--- src/sv/rfbd_pkg.sv ---
// Package: sizes, status codes and beat types of the ring FIFO with burst dequeue.
package rfbd_pkg;

    localparam int DEPTH       = 16;
    localparam int MAX_RESULTS = 16;
    localparam int QUEUE_DEPTH = 2;

    localparam int WORD_W  = 64;
    localparam int WANT_W  = 5;
    localparam int PTR_W   = $clog2(2 * DEPTH);
    localparam int IDX_W   = $clog2(DEPTH);
    localparam int CNT_W   = $clog2(DEPTH + 1);
    localparam int TAKE_W  = $clog2(MAX_RESULTS + 1);
    localparam int CMP_A_W = (CNT_W > WANT_W) ? CNT_W : WANT_W;
    localparam int CMP_W   = (CMP_A_W > TAKE_W) ? CMP_A_W : TAKE_W;
    localparam int QPTR_W  = (QUEUE_DEPTH > 1) ? $clog2(QUEUE_DEPTH) : 1;
    localparam int QCNT_W  = $clog2(QUEUE_DEPTH + 1);

    typedef enum logic [0:0] {
        CMD_ENQ = 1'b0,
        CMD_DEQ = 1'b1
    } cmd_t;

    typedef enum logic [1:0] {
        ST_ENQ  = 2'd0,
        ST_FULL = 2'd1,
        ST_POP  = 2'd2,
        ST_NONE = 2'd3
    } status_t;

    typedef struct packed {
        cmd_t               cmd;
        logic [WORD_W-1:0]  push_word;
        logic [WANT_W-1:0]  want_count;
    } req_beat_t;

    typedef struct packed {
        status_t            status;
        logic [WORD_W-1:0]  pop_word;
        logic               last;
    } rsp_beat_t;

    typedef struct packed {
        status_t            status;
        logic [WORD_W-1:0]  word;
        logic [TAKE_W-1:0]  take;
        logic [IDX_W-1:0]   idx;
    } op_t;

    typedef struct packed {
        logic full;
        logic head_valid;
    } queue_status_t;

endpackage

--- src/sv/rfbd_front.sv ---
// Front end: accept request beats, track pointers, classify into queued operations.
module rfbd_front
    import rfbd_pkg::*;
(
    input  logic          clk,
    input  logic          rst_n,
    input  logic          req_valid,
    output logic          req_stall,
    input  req_beat_t     req_data,
    input  queue_status_t q_status,
    output logic          push,
    output op_t           push_op
);

    localparam logic [PTR_W:0] PTR_MOD = (PTR_W + 1)'(2 * DEPTH);

    logic [PTR_W-1:0]  wr_ptr_reg, wr_ptr_next;
    logic [PTR_W-1:0]  rd_ptr_reg, rd_ptr_next;
    logic [PTR_W:0]    stored_wide;
    logic [CNT_W-1:0]  stored;
    logic              is_full;
    logic [CMP_W-1:0]  want_e, have_e, max_e, take_e;
    logic [TAKE_W-1:0] take;
    logic [PTR_W:0]    rd_sum;
    logic              accept;

    function automatic logic [IDX_W-1:0] slot_of(input logic [PTR_W-1:0] p);
        logic [PTR_W-1:0] q;
        begin
            q = (p >= PTR_W'(DEPTH)) ? p - PTR_W'(DEPTH) : p;
            return q[IDX_W-1:0];
        end
    endfunction

    assign req_stall = q_status.full;
    assign accept    = req_valid && !q_status.full;
    assign push      = accept;

    always_comb
    begin
        stored_wide = {1'b0, wr_ptr_reg} + ((wr_ptr_reg < rd_ptr_reg) ? PTR_MOD : '0)
                    - {1'b0, rd_ptr_reg};
        stored  = stored_wide[CNT_W-1:0];
        is_full = (stored == CNT_W'(DEPTH));

        want_e = CMP_W'(req_data.want_count);
        have_e = CMP_W'(stored);
        max_e  = CMP_W'(MAX_RESULTS);
        take_e = (want_e < have_e) ? want_e : have_e;
        take_e = (take_e < max_e) ? take_e : max_e;
        take   = take_e[TAKE_W-1:0];

        rd_sum = {1'b0, rd_ptr_reg} + (PTR_W + 1)'(take);
        if (rd_sum >= PTR_MOD)
        begin
            rd_sum = rd_sum - PTR_MOD;
        end

        push_op.word = req_data.push_word;
        push_op.take = take;
        wr_ptr_next  = wr_ptr_reg;
        rd_ptr_next  = rd_ptr_reg;

        if (req_data.cmd == CMD_ENQ)
        begin
            push_op.idx = slot_of(wr_ptr_reg);
            if (is_full)
            begin
                push_op.status = ST_FULL;
            end
            else
            begin
                push_op.status = ST_ENQ;
                wr_ptr_next = (wr_ptr_reg == PTR_W'(2 * DEPTH - 1)) ? '0 : wr_ptr_reg + 1'b1;
            end
        end
        else
        begin
            push_op.idx = slot_of(rd_ptr_reg);
            if (take == '0)
            begin
                push_op.status = ST_NONE;
            end
            else
            begin
                push_op.status = ST_POP;
                rd_ptr_next = rd_sum[PTR_W-1:0];
            end
        end
    end

    always_ff @(posedge clk or negedge rst_n)
    begin
        if (!rst_n)
        begin
            wr_ptr_reg <= '0;
            rd_ptr_reg <= '0;
        end
        else if (accept)
        begin
            wr_ptr_reg <= wr_ptr_next;
            rd_ptr_reg <= rd_ptr_next;
        end
    end

endmodule

--- src/sv/rfbd_queue.sv ---
// Short operation queue between the front end and the back end.
module rfbd_queue
    import rfbd_pkg::*;
(
    input  logic          clk,
    input  logic          rst_n,
    input  logic          push,
    input  op_t           push_op,
    input  logic          pop,
    output queue_status_t q_status,
    output op_t           head_op
);

    op_t               slot_reg [QUEUE_DEPTH];
    logic [QPTR_W-1:0] wr_reg, wr_next;
    logic [QPTR_W-1:0] rd_reg, rd_next;
    logic [QCNT_W-1:0] cnt_reg, cnt_next;

    assign q_status.full       = (cnt_reg == QCNT_W'(QUEUE_DEPTH));
    assign q_status.head_valid = (cnt_reg != '0);
    assign head_op             = slot_reg[rd_reg];

    always_comb
    begin
        wr_next  = wr_reg;
        rd_next  = rd_reg;
        cnt_next = cnt_reg;
        if (push)
        begin
            wr_next = (wr_reg == QPTR_W'(QUEUE_DEPTH - 1)) ? '0 : wr_reg + 1'b1;
        end
        if (pop)
        begin
            rd_next = (rd_reg == QPTR_W'(QUEUE_DEPTH - 1)) ? '0 : rd_reg + 1'b1;
        end
        if (push && !pop)
        begin
            cnt_next = cnt_reg + 1'b1;
        end
        else if (pop && !push)
        begin
            cnt_next = cnt_reg - 1'b1;
        end
    end

    always_ff @(posedge clk or negedge rst_n)
    begin
        if (!rst_n)
        begin
            wr_reg  <= '0;
            rd_reg  <= '0;
            cnt_reg <= '0;
        end
        else
        begin
            wr_reg  <= wr_next;
            rd_reg  <= rd_next;
            cnt_reg <= cnt_next;
        end
    end

    always_ff @(posedge clk)
    begin
        if (push)
        begin
            slot_reg[wr_reg] <= push_op;
        end
    end

endmodule

--- src/sv/rfbd_back.sv ---
// Back end: slot store, burst sequencer and output register.
module rfbd_back
    import rfbd_pkg::*;
(
    input  logic          clk,
    input  logic          rst_n,
    input  queue_status_t q_status,
    input  op_t           head_op,
    output logic          pop,
    output logic          rsp_valid,
    input  logic          rsp_stall,
    output rsp_beat_t     rsp_data
);

    logic [WORD_W-1:0] mem [DEPTH];

    logic [TAKE_W-1:0] beat_reg, beat_next;
    logic [IDX_W-1:0]  idx_reg, idx_next;
    logic [IDX_W-1:0]  cur_idx;
    logic              out_valid_reg, out_valid_next;
    rsp_beat_t         out_reg;
    logic              load;
    logic              fire;
    logic              last_beat;

    assign rsp_valid = out_valid_reg;
    assign rsp_data  = out_reg;

    always_comb
    begin
        load      = !out_valid_reg || !rsp_stall;
        fire      = q_status.head_valid && load;
        last_beat = (head_op.status != ST_POP) || (beat_reg + 1'b1 == head_op.take);
        pop       = fire && last_beat;
        cur_idx   = (beat_reg == '0) ? head_op.idx : idx_reg;

        beat_next      = beat_reg;
        idx_next       = idx_reg;
        out_valid_next = out_valid_reg;
        if (fire)
        begin
            beat_next      = last_beat ? '0 : beat_reg + 1'b1;
            idx_next       = (cur_idx == IDX_W'(DEPTH - 1)) ? '0 : cur_idx + 1'b1;
            out_valid_next = 1'b1;
        end
        else if (load)
        begin
            out_valid_next = 1'b0;
        end
    end

    always_ff @(posedge clk or negedge rst_n)
    begin
        if (!rst_n)
        begin
            beat_reg      <= '0;
            idx_reg       <= '0;
            out_valid_reg <= 1'b0;
        end
        else
        begin
            beat_reg      <= beat_next;
            idx_reg       <= idx_next;
            out_valid_reg <= out_valid_next;
        end
    end

    always_ff @(posedge clk)
    begin
        if (fire && head_op.status == ST_ENQ)
        begin
            mem[head_op.idx] <= head_op.word;
        end
        if (fire)
        begin
            out_reg.status   <= head_op.status;
            out_reg.last     <= last_beat;
            out_reg.pop_word <= (head_op.status == ST_POP) ? mem[cur_idx] : '0;
        end
    end

endmodule

--- src/sv/ring_fifo_burst_dequeue.sv ---
// Top level: ring FIFO of 64-bit words with single-word enqueue and burst dequeue.
//
//  channel | handshake                 | payload
//  --------+---------------------------+---------------------------------------
//  request | req_valid / req_stall     | req_data: cmd, push_word, want_count
//  result  | rsp_valid / rsp_stall     | rsp_data: status, pop_word, last
//
//  Enqueue, full reject and empty/zero dequeue: one result beat each.
//  Dequeue of n words: n beats; the back end reads one slot per cycle unless stalled.
//  A taken request waits in the operation queue; its first result beat is then registered.
//  Reset clears the pointers and the operation queue; the slot store is not cleared.
//  rsp_stall holds the output register; the two-entry queue then fills and raises req_stall.
module ring_fifo_burst_dequeue
    import rfbd_pkg::*;
(
    input  logic      clk,
    input  logic      rst_n,
    input  logic      req_valid,
    output logic      req_stall,
    input  req_beat_t req_data,
    output logic      rsp_valid,
    input  logic      rsp_stall,
    output rsp_beat_t rsp_data
);

    queue_status_t q_status;
    logic          push;
    op_t           push_op;
    logic          pop;
    op_t           head_op;

    rfbd_front u_front (
        .clk       (clk),
        .rst_n     (rst_n),
        .req_valid (req_valid),
        .req_stall (req_stall),
        .req_data  (req_data),
        .q_status  (q_status),
        .push      (push),
        .push_op   (push_op)
    );

    rfbd_queue u_queue (
        .clk      (clk),
        .rst_n    (rst_n),
        .push     (push),
        .push_op  (push_op),
        .pop      (pop),
        .q_status (q_status),
        .head_op  (head_op)
    );

    rfbd_back u_back (
        .clk       (clk),
        .rst_n     (rst_n),
        .q_status  (q_status),
        .head_op   (head_op),
        .pop       (pop),
        .rsp_valid (rsp_valid),
        .rsp_stall (rsp_stall),
        .rsp_data  (rsp_data)
    );

endmodule

--- config.mk ---
export PLATFORM = sky130hd
export DESIGN_NAME = ring_fifo_burst_dequeue
export DESIGN_NICKNAME = d
export VERILOG_FILES = /design/src/sv/rfbd_pkg.sv /design/src/sv/rfbd_front.sv /design/src/sv/rfbd_queue.sv /design/src/sv/rfbd_back.sv /design/src/sv/ring_fifo_burst_dequeue.sv
export SDC_FILE = /design/constraint.sdc
export NUM_CORES = 1
export LEC_CHECK = 0
export ABC_AREA = 1
export BUFFER_PORTS_ARGS = -buffer_cell sky130_fd_sc_hd__buf_2
export CAP_MARGIN = 5
export CELL_PAD_IN_SITES_DETAIL_PLACEMENT = 1
export CELL_PAD_IN_SITES_GLOBAL_PLACEMENT = 2
export CORE_MARGIN = 5
export CORE_UTILIZATION = 41
export DETAILED_ROUTE_END_ITERATION = 10
export GPL_TIMING_DRIVEN = 0
export PLACE_DENSITY_LB_ADDON = 0.05
export SLEW_MARGIN = 20
export SYNTH_ARGS = -nofsm -noshare
export SYNTH_HDL_FRONTEND = slang
export SYNTH_SLANG_ARGS = --single-unit
--- constraint.sdc ---
create_clock -name clk -period 5.2 [get_ports clk]
set_clock_uncertainty 0.15 [all_clocks]
set_input_delay 0.52 -clock clk [delete_from_list [all_inputs] [get_ports clk]]
set_output_delay 0.52 -clock clk [all_outputs]
set_load 0.01 [all_outputs]
Yosys cells after proc, flatten, opt, wreduce, memory -nomap -nowiden
Memories as Yosys holds them, arrays and structs flattened. A register that Yosys moved wholly into a read port is not among the register bits. Index checks and enable logic that the tools add are counted.

Input port bits: 74. Memories kept: 2. Output and inout port bits: 69. Register bits after elaboration: 27. Memory bits (writable): 1174. Word-level logic and storage cells: 85.

Memories: u_back.mem (depth 16, width 64, read ports 1, clocked after Yosys merged registers in 1, wr ports 1, RTL line rfbd_back.sv:15) `logic [WORD_W-1:0] mem [DEPTH];`; u_queue.slot_reg (depth 2, width 75, read ports 1, clocked after Yosys merged registers in 0, wr ports 1, RTL line rfbd_queue.sv:14) `op_t slot_reg [QUEUE_DEPTH];`.

$add $sub $neg: 13. Bitwise logic cells: 3. Reductions and logical operators: 22. Multiplexer cells: 23. $lt $le $gt $ge: 5. Equal/unequal tests: 7.

Operators by type and width (number): $mux 5 (5); $mux 4 (5); $add 5x1->5 const B (3); $eq 5x5->1 const B (2); $ge 5x5->1 const B (2); $logic_not 5->1 (2); $mux 1 (10); $sub 4x1->4 const B (2); $add 5x5->6 (1); $ge 6x6->1 const B (1); $logic_and 1x1->1 (6); $logic_not 1->1 (6); $mux 2 (3); $reduce_and 3->1 (2); $reduce_bool 2->1 (3); $eq 5x5->1 (1); $lt 5x5->1 (1); $lt 5x5->1 const B (1); $sub 5x1->5 const B (1); $sub 5x5->5 (1); $add 4x1->4 const B (1); $eq 2x2->1 const B (2); $eq 4x4->1 const B (1); $not 1->1 (3); other kinds (6) (8).

Logic depth before layout (Yosys ltp)
Depth after elaboration: 9. Mapped depth: 25. Gate-level depth less buffers: 25.

Modules after synthesis
Synthesis repeated with hierarchy kept, for this count alone.

Cells, all modules: 4958. Area, all modules: 55021.5 µm².

Modules (own cells, without submodules): rfbd_back (cells each 4469, seq. area each 33011.7 µm², area each 47590.6 µm², instances 1); rfbd_queue (cells each 258, seq. area each 4604.4 µm², area each 5773.0 µm², instances 1); rfbd_front (cells each 231, seq. area each 250.2 µm², area each 1657.8 µm², instances 1).

Worst setup path before layout
No wires, ideal clock.

Path type: register to register. From: register u_queue.rd_reg. To: memory u_back.mem[0][0], enable pin. Path buffers: 1. Setup slack: 0.355 ns. Stages on the path, launching flop included: 9. Clock period less this slack: 4.845 ns. Arrival: 4.208 ns. Required time: 4.563 ns. Setup time: 0.487 ns. Cell sequence: dfrtp_1 > inv_2 > buf_2 > or2_2 > o21ai_0 > inv_1 > nor3_1 > nand3_1 > nor2_1.

RTL lines: start, declared (RTL line rfbd_queue.sv:16) `logic [QPTR_W-1:0] rd_reg, rd_next;`; start signal, assigned (RTL line rfbd_queue.sv:57) `rd_reg <= rd_next;`; end, declared (RTL line rfbd_back.sv:15).

Final worst setup path
From: register u_queue.rd_reg. To: register, netlist name u_back.rsp_data[44].

Word-level cells in the longest chain between the ends: 3. Elaborated cells between the ends (all ways): 4. Classes of those cells: eq/ne: 1; mux: 1; reduce/logical: 1; memory: 1.

RTL lines: $mem_v2 2x75 *; $eq 2x2->1 (RTL line rfbd_back.sv:78) `out_reg.pop_word <= (head_op.status == ST_POP) ? mem[cur_idx] : '0;`; $logic_not 1->1 (no line).

Every way passes the cells marked *; elsewhere a longest branch is shown, timed or not. A chain may end at the register's enable or synchronous reset.

==> flow_summary.json <==
{
  "status": "finished, final reports clean",
  "slew_violations": 0,
  "grt_pass1_vias": 34655,
  "relSlewSlack_pct": 20.3,
  "hp-class": "input port to async pin",
  "drive_above_1_share_pct": 19.8,
  "first_iter_violations": 3023,
  "cts_sinks": 1265,
  "final-hold-violation-count": 0,
  "drcViolationCount": 0,
  "synth_top_family_by_area": "simple AND/OR/NAND/NOR gates",
  "cts_tree": "done",
  "clkTransAtPathRegs_ps": 70,
  "grt-ovfl-total": 0,
  "grt_usage_pct": 27.2,
  "async_reset_ff_share_pct": 1.90,
  "synthXorXnorAreaFrac_pct": 0.314,
  "clockBufferDepth": 3,
  "first_pass_iters": 5,
  "grt_pass1_wl_um": 253000,
  "synth-seq-cells": 1265,
  "max_freq_ghz": 0.209,
  "ant_nets": 0,
  "setup_viol": 0,
  "routed_via_density": 5.82,
  "grt_max_degree": 34,
  "end_kind": "flip-flop",
  "port_buffers": 142,
  "fin_crit_sh_pct": 91.9,
  "synth_compound_area_share_pct": 10.0,
  "routed_wirelength_um": 180000,
  "largest_reg_flops": 1024,
  "fin_tns_setup_ps": 0,
  "num_io_pins": 143,
  "synth-edff-count": 1241,
  "cp.required_ps": 5520,
  "yosysUniqueCellTypes": 34,
  "period_needed_ps": 4780,
  "syn-cell-area_sq_mm": 0.0502,
  "path_max_fanout": 10,
  "ys.flop_type": "edfxtp_1",
  "area_growth_pct": 19.4,
  "die_x_um": 360,
  "cts_buffers": 142,
  "worstSetupPathType": "flip-flop to flip-flop",
  "antenna_found_initial": 10,
  "grt_setup_unrepaired": "no",
  "synthMuxAreaShare_pct": 0.0399,
  "worst_slew_pin_slew_ps": 1200,
  "initial_core_util_pct": 41.3,
  "cp-start-kind": "flip-flop",
  "ys_seq_area_share_pct": 75.4,
  "yosys_warnings": 0,
  "final_cell_mix": "1241 x edfxtp_1, 376 x o211ai_1, 350 x nand3_1, 318 x or2_2, 277 x nand2_1",
  "synth_adder_area_share_pct": 0.503,
  "final_nets": 4117,
  "fillers": 12112,
  "insertion_delay_ps": 770,
  "final_common_cell": "edfxtp_1",
  "detail_route.wl_per_cell_um": 31.2,
  "num_rows": 128,
  "cts_resized": 0,
  "synth_fp_nets": 3686,
  "syn_inst": 3593,
  "die-area_sq_mm": 0.130,
  "hpwl_um": 120000,
  "cts-root-buf": "clkbuf_16",
  "place_congestion": 0.778,
  "syn_avg_cell_area_sq_um": 14.0,
  "core_sq_mm": 0.122,
  "ctsHtreeMaxLevel": 4,
  "yosys.area_share.simple_pct": 10.4,
  "cp.arrival_ps": 5100,
  "die_h_um": 360,
  "cap_violations": 0,
  "vias": 33483
}
==> through the flow <==
| step | cell area [sq um] | cells | util, % | hold slack (ps) | setup slack [ps] |
|---|---|---|---|---|---|
| floorplan | 50200 | 3593 | - | 74.4 | 355 |
| global placement | 53000 | 5360 | 43.5 | 319 | -4960 |
| detailed placement | 55000 | 5438 | 45.2 | 315 | 602 |
| CTS | 60000 | 5756 | 49.3 | 126 | 482 |
| global route | 60000 | 5756 | 49.3 | 182 | 417 |
| finish | 60000 | 5758 | 49.3 | 155 | 420 |
==> layout make-up <==
type                       count  area [sq um]  area share, %
clock buffer                 188          3880           6.48
inverter                     188           706           1.18
tap                         1625          2030           3.39
buffer                       234           980           1.63
clock inverter                63           470          0.784
sequential                  1265         37900           63.1
timing repair buffer         287          3210           5.36
multi-input combinational   1906         10800           18.1
antenna                        2          5.00        0.00834
==> synth_stat cells, types with 43 or more instances <==
cell type | instances | area (sq um)
edfxtp_1 | 1241 | 37300
nand3_1 | 350 | 1750
clkbuf_1 | 150 | 563
o21ai_1 | 162 | 811
a21oi_1 | 71 | 355
nand2_1 | 277 | 1040
nor2_1 | 94 | 353
clkinv_1 | 43 | 161
inv_1 | 139 | 522
o21ai_0 | 196 | 981
buf_2 | 50 | 250
or2_2 | 318 | 1990
o211ai_1 | 376 | 2820
==> cells by family (layout without fill, tap and decap cells) <==
| group | Yosys count | in the layout |
|---|---|---|
| fa+ha+maj | 19 | 19 |
| compound gates | 813 | 813 |
| mux | 2 | 2 |
| flops | 1265 | 1265 |
| buf+inv | 422 | 960 |
| xor+xnor | 18 | 18 |
| simple gates | 1054 | 1054 |
| other cells | 0 | 2 |
==> worst max-delay path, stage by stage (launching register included) <==
cell and delay, ps:
dfrtp_1 450, inv_2 80, buf_2 430, or2_2 200
o21ai_0 270, o21ai_0 550, clkbuf_1 770, clkbuf_1 790
nand3_1 170, a21oi_1 590
==> path summary, 6_finish.rpt <==
check,startpoint,endpoint,slack [ps],cells past startpoint
min in group clk,req_data[0],u_queue.slot_reg[0][4],210,5
worst max-delay path,u_queue.rd_reg,u_back.rsp_data[44],420,9
worst max register to register,u_queue.rd_reg,u_back.rsp_data[44],420,9
worst min-delay path,rst_n,u_front.rd_ptr_reg[4],160,2
max in group asynchronous,rst_n,u_front.rd_ptr_reg[1],4320,2
worst min register to register,u_back.idx_reg[1],u_back.idx_reg[1],330,2
==> timing repair <==
item,CTS,global route
hold endpoints to repair,155,0
hold buffers,67,0
buffers inserted,0,0
==> per-layer routing <==
metal,track usage [%],up-vias,wire [um]
met4,7.86,0,4950
li1,-,14269,-
met2,45.0,1311,86500
met5,0,-,0
met3,3.85,269,12000
met1,37.8,17634,76400
Power is left out: the tool's default activity adds up to more than one toggle a clock period on the data nets, which glitch-free logic cannot reach.
